`config.mk`:
```
export PLATFORM = sky130hd
export DESIGN_NAME = morse_character_keyer
export DESIGN_NICKNAME = d
export VERILOG_FILES = /design/src/mck_pkg.sv /design/src/morse_character_keyer.sv /design/src/mck_datapath.sv /design/src/mck_ctrl.sv
export SDC_FILE = /design/constraint.sdc
export NUM_CORES = 1
export LEC_CHECK = 0
export BUFFER_PORTS_ARGS = -buffer_cell sky130_fd_sc_hd__buf_2
export CAP_MARGIN = 20
export CORE_MARGIN = 1
export CORE_UTILIZATION = 45
export DETAILED_ROUTE_END_ITERATION = 6
export PLACE_DENSITY = 0.8
export RECOVER_POWER = 25
export SLEW_MARGIN = 10
export SYNTH_ARGS = -nofsm -noshare
export SYNTH_HDL_FRONTEND = slang
export SYNTH_SLANG_ARGS = --single-unit
```
`constraint.sdc`:
```
create_clock -name i_clk -period 2.62 [get_ports i_clk]
set_input_delay 0.262 -clock i_clk [delete_from_list [all_inputs] [get_ports i_clk]]
set_output_delay 0.262 -clock i_clk [all_outputs]
set_load 0.01 [all_outputs]
```
`src/mck_pkg.sv`:
```
// Package for the Morse character keyer: segment codes, controller/datapath
// command and status structs, and the character code table.
// No dependencies.
package mck_pkg;

    // Lower-case letters sit this far above their upper-case forms.
    localparam logic [7:0] CASE_FOLD  = 8'h20;
    localparam logic [7:0] CHAR_SPACE = 8'h20;
    localparam logic [9:0] UNIT_RESET = 10'd200;

    // Kind of segment that the datapath places in its output register.
    typedef logic [1:0] t_seg;
    localparam t_seg SEG_ELEM  = 2'd0;  // dot or dash, key on
    localparam t_seg SEG_GAP   = 2'd1;  // one-unit gap after an element
    localparam t_seg SEG_SPACE = 2'd2;  // four-unit word gap
    localparam t_seg SEG_END   = 2'd3;  // two-unit closing gap, marked last

    // Code of one character: element count and dash mask, first element
    // in bit 0. A zero count means the character has no elements.
    typedef struct packed {
        logic       is_space;
        logic [2:0] len;
        logic [4:0] pat;
    } t_code;

    // Commands from the controller to the datapath.
    typedef struct packed {
        logic load;   // latch the decoded input character
        logic emit;   // load a segment into the output register
        t_seg seg;    // which segment to load
        logic shift;  // step to the next element
    } t_dp_cmd;

    // Status from the datapath to the controller.
    typedef struct packed {
        logic       out_free;   // output register can take a beat
        logic       in_space;   // input character is a space
        logic [2:0] in_len;     // element count of the input character
        logic       last_elem;  // current element is the final one
    } t_dp_sts;

    // Folds case and looks up the Morse code of one character byte.
    function automatic t_code mck_lookup(input logic [7:0] c_in);
        logic [7:0] c;
        t_code      code;
        c = c_in;
        if (c_in >= 8'h61 && c_in <= 8'h7A) begin
            c = c_in - CASE_FOLD;
        end
        code.is_space = (c == CHAR_SPACE);
        unique case (c)
            8'h41: {code.len, code.pat} = {3'd2, 5'b00010}; // A
            8'h42: {code.len, code.pat} = {3'd4, 5'b00001}; // B
            8'h43: {code.len, code.pat} = {3'd4, 5'b00101}; // C
            8'h44: {code.len, code.pat} = {3'd3, 5'b00001}; // D
            8'h45: {code.len, code.pat} = {3'd1, 5'b00000}; // E
            8'h46: {code.len, code.pat} = {3'd4, 5'b00100}; // F
            8'h47: {code.len, code.pat} = {3'd3, 5'b00011}; // G
            8'h48: {code.len, code.pat} = {3'd4, 5'b00000}; // H
            8'h49: {code.len, code.pat} = {3'd2, 5'b00000}; // I
            8'h4A: {code.len, code.pat} = {3'd4, 5'b01110}; // J
            8'h4B: {code.len, code.pat} = {3'd3, 5'b00101}; // K
            8'h4C: {code.len, code.pat} = {3'd4, 5'b00010}; // L
            8'h4D: {code.len, code.pat} = {3'd2, 5'b00011}; // M
            8'h4E: {code.len, code.pat} = {3'd2, 5'b00001}; // N
            8'h4F: {code.len, code.pat} = {3'd3, 5'b00111}; // O
            8'h50: {code.len, code.pat} = {3'd4, 5'b00110}; // P
            8'h51: {code.len, code.pat} = {3'd4, 5'b01011}; // Q
            8'h52: {code.len, code.pat} = {3'd3, 5'b00010}; // R
            8'h53: {code.len, code.pat} = {3'd3, 5'b00000}; // S
            8'h54: {code.len, code.pat} = {3'd1, 5'b00001}; // T
            8'h55: {code.len, code.pat} = {3'd3, 5'b00100}; // U
            8'h56: {code.len, code.pat} = {3'd4, 5'b01000}; // V
            8'h57: {code.len, code.pat} = {3'd3, 5'b00110}; // W
            8'h58: {code.len, code.pat} = {3'd4, 5'b01001}; // X
            8'h59: {code.len, code.pat} = {3'd4, 5'b01101}; // Y
            8'h5A: {code.len, code.pat} = {3'd4, 5'b00011}; // Z
            8'h30: {code.len, code.pat} = {3'd5, 5'b11111}; // 0
            8'h31: {code.len, code.pat} = {3'd5, 5'b11110}; // 1
            8'h32: {code.len, code.pat} = {3'd5, 5'b11100}; // 2
            8'h33: {code.len, code.pat} = {3'd5, 5'b11000}; // 3
            8'h34: {code.len, code.pat} = {3'd5, 5'b10000}; // 4
            8'h35: {code.len, code.pat} = {3'd5, 5'b00000}; // 5
            8'h36: {code.len, code.pat} = {3'd5, 5'b00001}; // 6
            8'h37: {code.len, code.pat} = {3'd5, 5'b00011}; // 7
            8'h38: {code.len, code.pat} = {3'd5, 5'b00111}; // 8
            8'h39: {code.len, code.pat} = {3'd5, 5'b01111}; // 9
            default: {code.len, code.pat} = {3'd0, 5'b00000};
        endcase
        return code;
    endfunction

endpackage

```
`src/morse_character_keyer.sv`:
```
// Top level of the Morse character keyer: joins the controller and datapath.
// Depends on mck_pkg, mck_ctrl and mck_datapath.
//
// Takes one character byte per input beat and sends its Morse keying as a run
// of segment beats, each a key state and a duration in milliseconds (a
// multiple of the unit register, reset 200). Letters (either case) and digits
// give one key-on beat per element (dot one unit, dash three) each followed by
// a one-unit gap; a space gives a four-unit gap; every character, unknown ones
// included, closes with a two-unit gap that carries tlast. While walking a
// character the controller emits one segment per cycle into the single output
// register whenever that register is free; input is taken only between
// characters, though a closing beat may still wait in the output register
// when the next character is accepted. Write the unit register only while
// the block is idle.
module morse_character_keyer
    import mck_pkg::*;
(
    input  logic        i_clk,
    input  logic        i_rst_n,
    input  logic        i_cfg_wr_en,
    input  logic [9:0]  i_cfg_wr_data,
    input  logic        s_axis_tvalid,
    output logic        s_axis_tready,
    input  logic [7:0]  s_axis_tdata,   // [7:0] char_code
    output logic        m_axis_tvalid,
    input  logic        m_axis_tready,
    output logic [15:0] m_axis_tdata,   // [0] key_on, [12:1] duration_ms, [15:13] zero
    output logic        m_axis_tlast
);

    t_dp_cmd     w_cmd;
    t_dp_sts     w_sts;
    logic        w_key_on;
    logic [11:0] w_duration_ms;

    mck_ctrl u_ctrl (
        .i_clk      (i_clk),
        .i_rst_n    (i_rst_n),
        .i_in_valid (s_axis_tvalid),
        .o_in_ready (s_axis_tready),
        .i_sts      (w_sts),
        .o_cmd      (w_cmd)
    );

    mck_datapath u_datapath (
        .i_clk         (i_clk),
        .i_rst_n       (i_rst_n),
        .i_cfg_wr_en   (i_cfg_wr_en),
        .i_cfg_wr_data (i_cfg_wr_data),
        .i_char        (s_axis_tdata),
        .i_cmd         (w_cmd),
        .o_sts         (w_sts),
        .i_out_ready   (m_axis_tready),
        .o_out_valid   (m_axis_tvalid),
        .o_key_on      (w_key_on),
        .o_duration_ms (w_duration_ms),
        .o_last        (m_axis_tlast)
    );

    // Pack the output beat, key state in the lowest bit.
    assign m_axis_tdata = {3'b000, w_duration_ms, w_key_on};

endmodule

```
`src/mck_datapath.sv`:
```
// Datapath of the Morse character keyer: unit register, character element
// shifter, duration scaling and the output beat register.
// Depends on mck_pkg.
module mck_datapath
    import mck_pkg::*;
(
    input  logic        i_clk,
    input  logic        i_rst_n,
    input  logic        i_cfg_wr_en,
    input  logic [9:0]  i_cfg_wr_data,
    input  logic [7:0]  i_char,
    input  t_dp_cmd     i_cmd,
    output t_dp_sts     o_sts,
    input  logic        i_out_ready,
    output logic        o_out_valid,
    output logic        o_key_on,
    output logic [11:0] o_duration_ms,
    output logic        o_last
);

    logic [9:0]  r_unit;
    logic [4:0]  r_pat;
    logic [2:0]  r_cnt;
    logic        r_valid;
    logic        r_key;
    logic [11:0] r_dur;
    logic        r_last;
    t_code       w_code;
    logic [11:0] w_u1;
    logic [11:0] n_dur;
    logic        n_key;
    logic        n_last;

    // Decode the character offered on the input side.
    assign w_code = mck_lookup(i_char);

    // Unit length register; write it only while idle (the block does not enforce it).
    always_ff @(posedge i_clk) begin
        if (!i_rst_n) begin
            r_unit <= UNIT_RESET;
        end else if (i_cfg_wr_en) begin
            r_unit <= i_cfg_wr_data;
        end
    end

    // Element pattern and remaining count of the character being keyed.
    always_ff @(posedge i_clk) begin
        if (i_cmd.load) begin
            r_pat <= w_code.pat;
            r_cnt <= w_code.len;
        end else if (i_cmd.shift) begin
            r_pat <= {1'b0, r_pat[4:1]};
            r_cnt <= r_cnt - 3'd1;
        end
    end

    // Segment key state and duration as a small multiple of the unit.
    assign w_u1 = {2'b00, r_unit};
    always_comb begin
        n_key  = 1'b0;
        n_last = 1'b0;
        unique case (i_cmd.seg)
            SEG_ELEM: begin
                n_key = 1'b1;
                n_dur = r_pat[0] ? (w_u1 + {w_u1[10:0], 1'b0}) : w_u1;
            end
            SEG_GAP: begin
                n_dur = w_u1;
            end
            SEG_SPACE: begin
                n_dur = {w_u1[9:0], 2'b00};
            end
            SEG_END: begin
                n_dur  = {w_u1[10:0], 1'b0};
                n_last = 1'b1;
            end
            default: begin
                n_dur = w_u1;
            end
        endcase
    end

    // Output beat register: holds a segment until the sink takes it.
    always_ff @(posedge i_clk) begin
        if (!i_rst_n) begin
            r_valid <= 1'b0;
        end else if (i_cmd.emit) begin
            r_valid <= 1'b1;
        end else if (i_out_ready) begin
            r_valid <= 1'b0;
        end
    end

    always_ff @(posedge i_clk) begin
        if (i_cmd.emit) begin
            r_key  <= n_key;
            r_dur  <= n_dur;
            r_last <= n_last;
        end
    end

    assign o_sts.out_free  = !r_valid || i_out_ready;
    assign o_sts.in_space  = w_code.is_space;
    assign o_sts.in_len    = w_code.len;
    assign o_sts.last_elem = (r_cnt == 3'd1);

    assign o_out_valid   = r_valid;
    assign o_key_on      = r_key;
    assign o_duration_ms = r_dur;
    assign o_last        = r_last;

endmodule

```
`src/mck_ctrl.sv`:
```
// Controller of the Morse character keyer: walks one character through its
// elements, gaps and closing gap, one segment per free output slot.
// Depends on mck_pkg.
module mck_ctrl
    import mck_pkg::*;
(
    input  logic    i_clk,
    input  logic    i_rst_n,
    input  logic    i_in_valid,
    output logic    o_in_ready,
    input  t_dp_sts i_sts,
    output t_dp_cmd o_cmd
);

    localparam logic [2:0] ST_IDLE  = 3'd0;
    localparam logic [2:0] ST_ELEM  = 3'd1;
    localparam logic [2:0] ST_GAP   = 3'd2;
    localparam logic [2:0] ST_SPACE = 3'd3;
    localparam logic [2:0] ST_END   = 3'd4;

    logic [2:0] r_state;
    logic [2:0] n_state;

    always_ff @(posedge i_clk) begin
        if (!i_rst_n) begin
            r_state <= ST_IDLE;
        end else begin
            r_state <= n_state;
        end
    end

    // Next state and datapath commands.
    always_comb begin
        n_state     = r_state;
        o_cmd.load  = 1'b0;
        o_cmd.emit  = 1'b0;
        o_cmd.seg   = SEG_END;
        o_cmd.shift = 1'b0;
        o_in_ready  = 1'b0;
        unique case (r_state)
            ST_IDLE: begin
                o_in_ready = 1'b1;
                if (i_in_valid) begin
                    o_cmd.load = 1'b1;
                    if (i_sts.in_space) begin
                        n_state = ST_SPACE;
                    end else if (i_sts.in_len != 3'd0) begin
                        n_state = ST_ELEM;
                    end else begin
                        n_state = ST_END;
                    end
                end
            end
            ST_ELEM: begin
                o_cmd.seg = SEG_ELEM;
                if (i_sts.out_free) begin
                    o_cmd.emit = 1'b1;
                    n_state    = ST_GAP;
                end
            end
            ST_GAP: begin
                o_cmd.seg = SEG_GAP;
                if (i_sts.out_free) begin
                    o_cmd.emit  = 1'b1;
                    o_cmd.shift = 1'b1;
                    n_state     = i_sts.last_elem ? ST_END : ST_ELEM;
                end
            end
            ST_SPACE: begin
                o_cmd.seg = SEG_SPACE;
                if (i_sts.out_free) begin
                    o_cmd.emit = 1'b1;
                    n_state    = ST_END;
                end
            end
            ST_END: begin
                o_cmd.seg = SEG_END;
                if (i_sts.out_free) begin
                    o_cmd.emit = 1'b1;
                    n_state    = ST_IDLE;
                end
            end
            default: begin
                n_state = ST_IDLE;
            end
        endcase
    end

endmodule

```
Word-level counts from Yosys, hierarchy flattened
Memory sizes are Yosys's and may differ from the RTL's.
Index checks and enable logic that the tools add are counted.
Operators by class
  multiplexer cells: 27
  add/subtract/negate cells: 3
  equality and inequality tests: 14
  $lt $le $gt $ge: 2
  reductions and logical operators: 9
Operators by type and width (number)
  $pmux W12 S4: 1
  $mux W3: 10
  $mux W8: 2
  $pmux W3 S5: 1
  $add A10 B11 Y12: 1
  $mux W12: 1
  $pmux W3 S4: 1
  $mux W5: 2
  $mux W1: 9
  $eq A8 B6 Y1 const B: 1
  $ge A8 B7 Y1 const B: 1
  $le A8 B7 Y1 const B: 1
  $ne A2 B1 Y1 const B: 4
  $sub A8 B6 Y8 const B: 1
  $eq A3 B1 Y1 const B: 2
  $eq A3 B2 Y1 const B: 2
  $reduce_and A5 Y1: 1
  $eq A2 B2 Y1 const B: 2
  $reduce_bool A2 Y1: 2
  $eq A3 B3 Y1 const B: 1
  $logic_not A3 Y1: 1
  $reduce_bool A3 Y1: 1
  $sub A3 B1 Y3 const B: 1
  $eq A2 B1 Y1 const B: 1
  5 further kinds: 5
Word-level totals
  output and inout bits: 19
  register bits: 36
  memories: 1
  word-level logic and storage cells: 64
  memory bits (read-only): 1024
Memory list
  (name not given): depth 128, bits a word 8, rd ports 1, clocked after Yosys merged registers in 0, write ports 0, RTL line mck_pkg.sv:51  | unique case (c)

Logic depth before layout (Yosys ltp)
Gate-level depths: netlist of the first run.
An unclocked memory read counts as a cell.
  depth in word-level cells: 10
  depth in mapped cells: 9
  depth with buffers taken out: 9

By module
A second synthesis of the first run with hierarchy kept.
Unflattened totals
  cell total of the unflattened synthesis: 332
  area total of the unflattened synthesis: 2909.0 µm²
Modules (own cells, without submodules)
  mck_datapath: seq. area each 880.8 µm², cells each 294, area an instance 2616.3 µm², instances 1
  mck_ctrl: seq. area each 60.1 µm², cells each 33, area an instance 259.0 µm², instances 1
  morse_character_keyer: seq. area each 0.0 µm², cells each 5, area an instance 33.8 µm², instances 1

Worst setup path before layout of the first run
OpenSTA, ideal clock, no wires.
  kind: register to register
  start: register u_ctrl.r_state[0]
  end: register u_datapath.r_cnt[0] (enable)
  cell stages (with the launch flop): 5
  slack: -36 ps
  path buffers: 3
  data arrival time: 2237 ps
  cells stage by stage: dfxtp_1 clkbuf_1 buf_1 buf_2 a2111oi_0
On the way
  cells in the longest elaborated chain, start to end: 3
  elaborated cells between the ends (all ways): 5
  classes of those cells: eq/ne (1); mux (2); reduce/logical (2)
RTL lines
  from (decl): RTL line mck_ctrl.sv:21  | logic [2:0] r_state;
  from (signal assigned): RTL line mck_ctrl.sv:28  | r_state <= n_state;
  $eq A3 B2 Y1 or $logic_not A3 Y1 (tied branches): RTL line mck_ctrl.sv:40  | unique case (r_state)
  $mux W1: RTL line mck_ctrl.sv:40
  $reduce_bool A2 Y1 (no line) *
  to (signal assigned): RTL line mck_datapath.sv:50  | r_cnt <= w_code.len;
  to (signal assigned): RTL line mck_datapath.sv:53  | r_cnt <= r_cnt - 3'd1;
  to (decl): RTL line mck_datapath.sv:23  | logic [2:0] r_cnt;
Every way passes the cells marked *; elsewhere a longest branch is shown, timed or not.
A chain may end at the register's enable or synchronous reset.

Worst setup path after layout of the first run
  start: register u_datapath.r_unit[0]
  end: register u_datapath.r_dur[9], in the netlist u_datapath.o_duration_ms[9] (data pin)
On the way
  cells in the longest elaborated chain, start to end: 3
RTL lines
  from (decl): RTL line mck_datapath.sv:21  | logic [9:0] r_unit;
  from (signal assigned): RTL line mck_datapath.sv:42  | r_unit <= i_cfg_wr_data;
  $add A10 B11 Y12: RTL line mck_datapath.sv:65  | n_dur = r_pat[0] ? (w_u1 + {w_u1[10:0], 1'b0}) : w_u1;
  $mux W12: RTL line mck_datapath.sv:65
  $pmux W12 S4: RTL line mck_datapath.sv:62  | unique case (i_cmd.seg)
  via u_datapath.n_dur[9]: RTL line mck_datapath.sv:30  | logic [11:0] n_dur;
  to (signal assigned): RTL line mck_datapath.sv:97  | r_dur <= n_dur;
  to (decl): RTL line mck_datapath.sv:26  | logic [11:0] r_dur;
The timed path passes the listed nets, and every way through them passes these cells.

==> key figures, run 1 <==
Timing
  • Transition time of the tightest slew-check pin: 552.9 ps
  • Worst relative slew slack: 0.6219
  • Post-route minimum period: 2393 ps
  • Setup total negative slack: 0 ps
  • Hold slack: 187.9 ps
  • RSZ-0062 raised after global routing: no
  • Final setup viols: 0
  • Clk_skew: 5.409 ps
  • Final-report hold violation count: 0
  • Setup ws final: 227.1 ps
  • Tcrit/Tclk final: 0.9133
  • Max-slew violations: 0
  • Fmax: 417.9 MHz

Placement
  • Worst slack, placed: 187.4 ps
  • IO Port Bufs: 38
  • DP Cell Count: 430
  • RePlAce Congestion: 0.9143
  • DP Wirelength: 4749 µm

Yosys
  • Syn. warnings: 0
  • Top-area cell type share of the netlist area: 0.2289
  • Seq cells post-synth: 36
  • Cell taking the most area after synthesis: edfxtp_1
  • Cells after Synth: 330
  • Cell Area, Synth: 2887 µm²
  • Main area contributors after synthesis: edfxtp_1 23%, dfxtp_1 9.7%, ha_1 8.2%
  • Syn avg cell area: 8.747 µm²
  • Synth Flop Type: edfxtp_1
  • Asr flop ratio synth: 0
  • Synth cell types: 61
  • Sequential area share after synthesis: 0.3260
  • Number of synthesized flops with an enable pin: 22

Finish
  • Final-layout fill cell count: 560
  • P&R area growth vs syn: 10.79%
  • Final nets: 405
  • Commonest non-fill, non-tap cell in the layout: buf_2
  • Final non-filler cell total: 438
  • Ratio of cells with drive above 1 in the final layout: 0.1377
  • Most frequent cells in the layout: 30 x buf_2, 29 x nand2_1, 23 x a21oi_1, 22 x edfxtp_1, 20 x mux2i_1
  • Diode count: 0

Power
  • Static Leakage: 0.001234 µW
  • Internal Power: 1029 µW
  • Pwr dens: 461.9 nW/µm²
  • Combinational power share: 0.255
  • Worst VDD drop: 269.0 µV
  • Psw: 448.0 µW
  • Clock Power Share: 0.274
  • Sw Share: 0.3032
  • Power share of the sequential group: 0.471

Die
  • Die Height: 82.09 µm
  • Die W: 82.09 µm
  • I/O pin cnt: 42
  • Total die area: 6739 µm²
  • Starting Density: 0.4763
  • Core area: 6061 µm²
  • Std-Cell Rows: 28

Clock tree
  • Clock sinks: 36
  • Post-CTS Setup Bufs: 0
  • CTS tree: done
  • CTS Hold Buffers Added: 0
  • Root buf cell: clkbuf_8
  • H-tree Lvls: 2
  • Deepest clock path buffer count: 2
  • Num CTS Buffers: 5
  • Clock-pin slew on the worst setup and hold paths: 70 ps
  • Later-pin clock latency in the skew report: 290 ps

Routing
  • Routed len/inst: 14.47 µm
  • Via count: 2578
  • DR DRC count: 0
  • Antenna viol nets, final: 0
  • Via-to-Cell Ratio: 5.886
  • First-pass DRT Iterations: 5
  • Total wire length: 6339 µm
  • Detailed router's first-iteration violation count: 144

Critical path
  • Number of cells on the critical path: 9
  • Required time worst endpoint: 2660 ps
  • RR Startpoint: u_datapath.r_unit[0]
  • Crit. Startpoint: u_datapath.r_unit[0]
  • Critical path peak fanout: 6
  • CP bufs+invs: 1
  • R2R Setup Slk: 230 ps
  • Critical path, cell by cell: ha_1, inv_1, fa_1, nor2b_1, o21a_1, o21ai_0, a21boi_1, mux2i_1, nor2_1
  • CP startpoint kind: register
  • CP top delay family: compound AO/OA/AOI/OAI gates
  • Critical Path Sink: u_datapath.o_duration_ms[9]
  • Worst reg2reg path depth: 9
  • Worst path arrival time: 2430 ps
  • Worst R2R End: u_datapath.o_duration_ms[9]
  • Worst path slowest cell: dfxtp_1
  • Crit Path Category: reg -> reg
  • Largest stage delay, worst path: 410 ps
  • CP Capture Type: register

GRT
  • Overall routing resource usage: 0.1968
  • First-pass GRT wire length: 10310 µm
  • Met3 Use GR: 0.04505
  • Pin count of the biggest net entering global routing: 31
  • GRT met2 Usage: 0.3099
  • GR peak layer: met2
  • Vias in the first global route: 2315
  • Antenna violations before repair: 0
  • Total gr overflow: 0
  • Grt met1 use: 0.2605

Outcome
  • Status: complete, no violations

Hold path
  • Worst min path class: in -> reg

Flow run
  • Max_cap viols: 0
==> cells in the mapped netlist, drive strengths merged, types with 5 or more instances <==
| cell | number |
|---|---|
| a21oi | 23 |
| nor3 | 6 |
| nor2 | 20 |
| nand2 | 30 |
| clkbuf | 11 |
| ha | 19 |
| o21ai | 24 |
| nand2b | 11 |
| inv | 15 |
| dfxtp | 14 |
| nor2b | 17 |
| buf | 10 |
| a211oi | 5 |
| xor2 | 5 |
| edfxtp | 22 |
| nand3 | 7 |
| o22ai | 8 |
| mux2i | 20 |
==> metrics by stage <==
step           power, µW  instance area, µm²    util
3_3_place_gp        1066                3118  0.5145
3_5_place_dp        1079                3118  0.5145
2_1_floorplan      973.2                2895       -
4_1_cts             1480                3208  0.5293
5_1_grt             1555                3198  0.5277
6_report            1477                3198  0.5277
==> cell families (layout without fill, tap and decap cells) <==
group / after synthesis / count (layout) / synth area share
mux: 22 / 22 / 0.07716
compound gates: 98 / 98 / 0.2280
buf+inv: 37 / 68 / 0.05765
flops: 36 / 36 / 0.3260
simple gates: 108 / 108 / 0.1964
xor+xnor: 8 / 8 / 0.02427
fa+ha+maj: 20 / 20 / 0.08929
other cells: 1 / 3 / 0.001299
==> state kept, by name (all words and copies together) (netlist names) <==
name,flops
u_ctrl.r_state,3
u_datapath.o_duration_ms,12
u_datapath.o_key_on,1
u_datapath.o_last,1
u_datapath.o_out_valid,1
u_datapath.r_cnt,3
u_datapath.r_pat,5
u_datapath.r_unit,10
==> power by group through the flow <==
stage	logic (µW)	registers, µW	clock network (µW)
2_1_floorplan	271	702	0
3_3_place_gp	361	705	0
3_5_place_dp	371	708	0
4_1_cts	374	696	410
5_1_grt	420	703	432
6_report	376	696	405
==> cell type report <==
class | count | area [µm²] | area share
clock buffers | 8 | 90.09 | 0.02817
flip-flops and latches | 36 | 940.9 | 0.2942
well taps | 75 | 93.84 | 0.02934
multi-input cells | 259 | 1788 | 0.5591
inverters | 16 | 60.06 | 0.01878
repair buffers | 44 | 225.2 | 0.07042
==> timing repair <==
| item | 4_1_cts | 5_1_grt |
|---|---|---|
| resized for setup | 0 | 1 |
| endpoints found under the hold margin | 0 | 0 |
| endpoints found under the setup margin | 0 | 1 |
==> worst min-delay path: cells and delay by family <==
kind	cells	cell delay [ps]
buffers and inverters	1	70
AND/OR/NAND/NOR	1	60
multiplexers	1	60
==> worst min path at each step <==
| stage | startpoint | to | slack [ps] | cells after the start |
|---|---|---|---|---|
| final | i_cfg_wr_data[7] | u_datapath.r_unit[7] | 190 | 3 |
| after global routing | i_cfg_wr_data[7] | u_datapath.r_unit[7] | 190 | 3 |
| after CTS | i_cfg_wr_data[7] | u_datapath.r_unit[7] | 180 | 3 |
| after detailed placement | i_cfg_wr_data[7] | u_datapath.r_unit[7] | 480 | 3 |
| after global placement | i_cfg_wr_data[3] | u_datapath.r_unit[3] | 480 | 3 |
| after floorplan | i_rst_n | u_datapath.r_unit[0] | 390 | 1 |
==> per-layer routing <==
| metal | share of wire | up-vias |
|---|---|---|
| li1 | - | 1277 |
| met1 | 0.47 | 1180 |
| met4 | 0.019 | 0 |
| met2 | 0.45 | 107 |
| met5 | 0 | - |
| met3 | 0.065 | 14 |
No activity file was read; power rests on OpenSTA's default activity.
==> inputs of run 2 (changes only) <==
--- a/config.mk
+++ b/config.mk
@@ -12,6 +12,7 @@
 export DETAILED_ROUTE_END_ITERATION = 6
 export PLACE_DENSITY = 0.8
 export RECOVER_POWER = 25
+export REMOVE_ABC_BUFFERS = 1
 export SLEW_MARGIN = 10
 export SYNTH_ARGS = -nofsm -noshare
 export SYNTH_HDL_FRONTEND = slang
==> run 2 against run 1 <==
Against the previous run: critical path depth stayed put; die area unchanged; combinational power is essentially flat; register-to-register slack improved by 20 ps; critical path type unchanged.
==> key figures, run 2 (synthesized netlist as in run 1, its figures left out) <==
Timing
  • Post-route minimum period: 2369 ps (-23.90 ps)
  • Tcrit/Tclk final: 0.9042 (-0.009124)
  • Setup ws final: 251.0 ps (+23.90 ps)
  • Final setup viols: 0 (unchanged)
  • Setup total negative slack: 0 ps (unchanged)
  • RSZ-0062 raised after global routing: no
  • Fmax: 422.1 MHz (+1.0%)
  • Clk_skew: 3.425 ps (-1.984 ps)
  • Worst relative slew slack: 0.4961 (-0.1258)
  • Transition time of the tightest slew-check pin: 755.8 ps (+203.0 ps)
  • Max-slew violations: 0 (unchanged)
  • Final-report hold violation count: 0 (unchanged)

Power
  • Worst VDD drop: 348.6 µV (+30%)
  • Combinational power share: 0.259 (+0.004)
  • Internal Power: 998.1 µW (-3.0%)
  • Psw: 445.4 µW (-0.58%)
  • Clock Power Share: 0.258 (-0.016)
  • Sw Share: 0.3086 (+0.005314)
  • Power share of the sequential group: 0.483 (+0.012)
  • Pwr dens: 454.0 nW/µm² (-1.7%)
  • Static Leakage: 0.001218 µW (-1.3%)

Critical path
  • Required time worst endpoint: 2660 ps (about the same)
  • Worst path slowest cell: dfxtp_1
  • CP bufs+invs: 1 (unchanged)
  • Crit Path Category: reg -> reg
  • CP startpoint kind: register
  • R2R Setup Slk: 250 ps (+20 ps)
  • Critical path peak fanout: 6 (unchanged)
  • CP top delay family: compound AO/OA/AOI/OAI gates
  • Largest stage delay, worst path: 420 ps (about the same)
  • Worst reg2reg path depth: 9 (unchanged)
  • Worst path arrival time: 2410 ps (-20 ps)
  • Worst R2R End: u_datapath.o_duration_ms[9]
  • Critical path, cell by cell: ha_1, inv_1, fa_1, nor2b_1, o21a_1, o21ai_0, a21boi_0, mux2i_1, nor2_1
  • RR Startpoint: u_datapath.r_unit[0]
  • CP Capture Type: register

Outcome
  • Status: complete, no violations

Clock tree
  • H-tree Lvls: 2 (unchanged)
  • Clock sinks: 36 (unchanged)
  • Later-pin clock latency in the skew report: 290 ps (about the same)
  • Resize count post-CTS: 0 (unchanged)
  • Deepest clock path buffer count: 2 (unchanged)
  • Clock-pin slew on the worst setup and hold paths: 70 ps (about the same)
  • Root buf cell: clkbuf_8
  • CTS tree: done
  • CTS Hold Buffers Added: 0 (unchanged)
  • Post-CTS Setup Bufs: 0 (unchanged)
  • Num CTS Buffers: 5 (unchanged)

Routing
  • First-pass DRT Iterations: 4 (-1)
  • Antenna viol nets, final: 0 (unchanged)
  • Detailed router's first-iteration violation count: 192 (+33%)
  • Via-to-Cell Ratio: 5.897 (+0.19%)
  • Via count: 2577 (-0.039%)
  • DR DRC count: 0 (unchanged)
  • Routed len/inst: 15.21 µm (+5.1%)
  • Total wire length: 6645 µm (+4.8%)

Hold path
  • HP Start: i_cfg_wr_data[6]
  • Worst min path class: in -> reg
  • Hold Crit Depth: 3 (unchanged)
  • WHS Endpoint: u_datapath.r_unit[6]

Finish
  • Final nets: 404 (-0.25%)
  • Design Area, Final: 3179 µm² (-0.59%)
  • Most frequent cells in the layout: 29 x nand2_1, 29 x buf_2, 23 x a21oi_1, 22 x edfxtp_1, 20 x mux2i_1
  • P&R area growth vs syn: 10.14%
  • Diode count: 0 (unchanged)
  • Final non-filler cell total: 437 (-0.23%)
  • Largest register FFs: 12 (unchanged)
  • Layout Utilization: 0.5246 (-0.003097)
  • Ratio of cells with drive above 1 in the final layout: 0.1298 (-0.007907)

Placement
  • DP Cell Count: 429 (-0.23%)
  • IO Port Bufs: 38 (unchanged)
  • DP Wirelength: 5012 µm (+5.5%)
  • Placed cell area: 3110 µm² (-0.24%)
  • RePlAce Congestion: 0.9805 (+7.2%)
  • Worst slack, placed: 255.6 ps (+68.22 ps)

GRT
  • Overall routing resource usage: 0.2159 (+0.01912)
  • Antenna violations before repair: 0 (unchanged)
  • First-pass GRT wire length: 11070 µm (+7.4%)
  • Total gr overflow: 0 (unchanged)
  • Pin count of the biggest net entering global routing: 31 (unchanged)
  • Vias in the first global route: 2346 (+1.3%)

Flow run
  • Max_cap viols: 0 (unchanged)

Die
  • I/O pin cnt: 42 (unchanged)
  • Total die area: 6739 µm² (unchanged)
  • Core area: 6061 µm² (unchanged)
  • Std-Cell Rows: 28 (unchanged)
  • Starting Density: 0.4763 (unchanged)
  • Die Height: 82.09 µm (unchanged)
  • Die W: 82.09 µm (unchanged)
## run 2: worst max-delay path by stage
stage                               startpoint                     endpoint  slack [ps]  depth (start not counted)
after floorplan              u_ctrl.r_state[1]          u_datapath.r_cnt[0]         150                          2
after global placement    u_datapath.r_unit[0]  u_datapath.o_duration_ms[9]         390                          9
after detailed placement  u_datapath.r_unit[0]  u_datapath.o_duration_ms[9]         260                          9
after CTS                 u_datapath.r_unit[0]  u_datapath.o_duration_ms[9]         250                          9
after global routing      u_datapath.r_unit[0]  u_datapath.o_duration_ms[9]          90                          9
final                     u_datapath.r_unit[0]  u_datapath.o_duration_ms[9]         250                          9
## run 2: final cells by class
class	instances	area, µm²
Multi-Input combinational cell	259	1788
Sequential cell	36	940.9
Tap cell	75	93.84
Timing Repair Buffer	43	216.5
Inverter	16	60.06
Clock buffer	7	76.32
Clock inverter	1	3.754
Fill cell	568	2882
## run 2: tightest hold or removal path, cell delays in order
cell and delay, ps:
buf_2 80, mux2i_1 60, nand2_1 60
## run 2: metrics by stage
stage | total power [µW] | hold slack (ps)
2_1_floorplan | 945.4 | 323.9
3_3_place_gp | 1069 | 479.1
3_5_place_dp | 1082 | 491.5
4_1_cts | 1456 | 185.7
5_1_grt | 1528 | 195.1
6_report | 1444 | 193.7
## run 2: routing by layer
layer	track usage	up-vias	wire, µm
met3	0.03956	13	331
met2	0.3736	79	3245
met1	0.2684	1216	2946
li1	-	1269	-
met4	0.07193	0	121
met5	0	-	0
## run 2: power groups by stage
stage	combinational [µW]	sequential [µW]	clock [µW]
2_1_floorplan	230	715	0
3_3_place_gp	363	706	0
3_5_place_dp	373	709	0
4_1_cts	375	696	385
5_1_grt	419	704	405
6_report	374	697	373
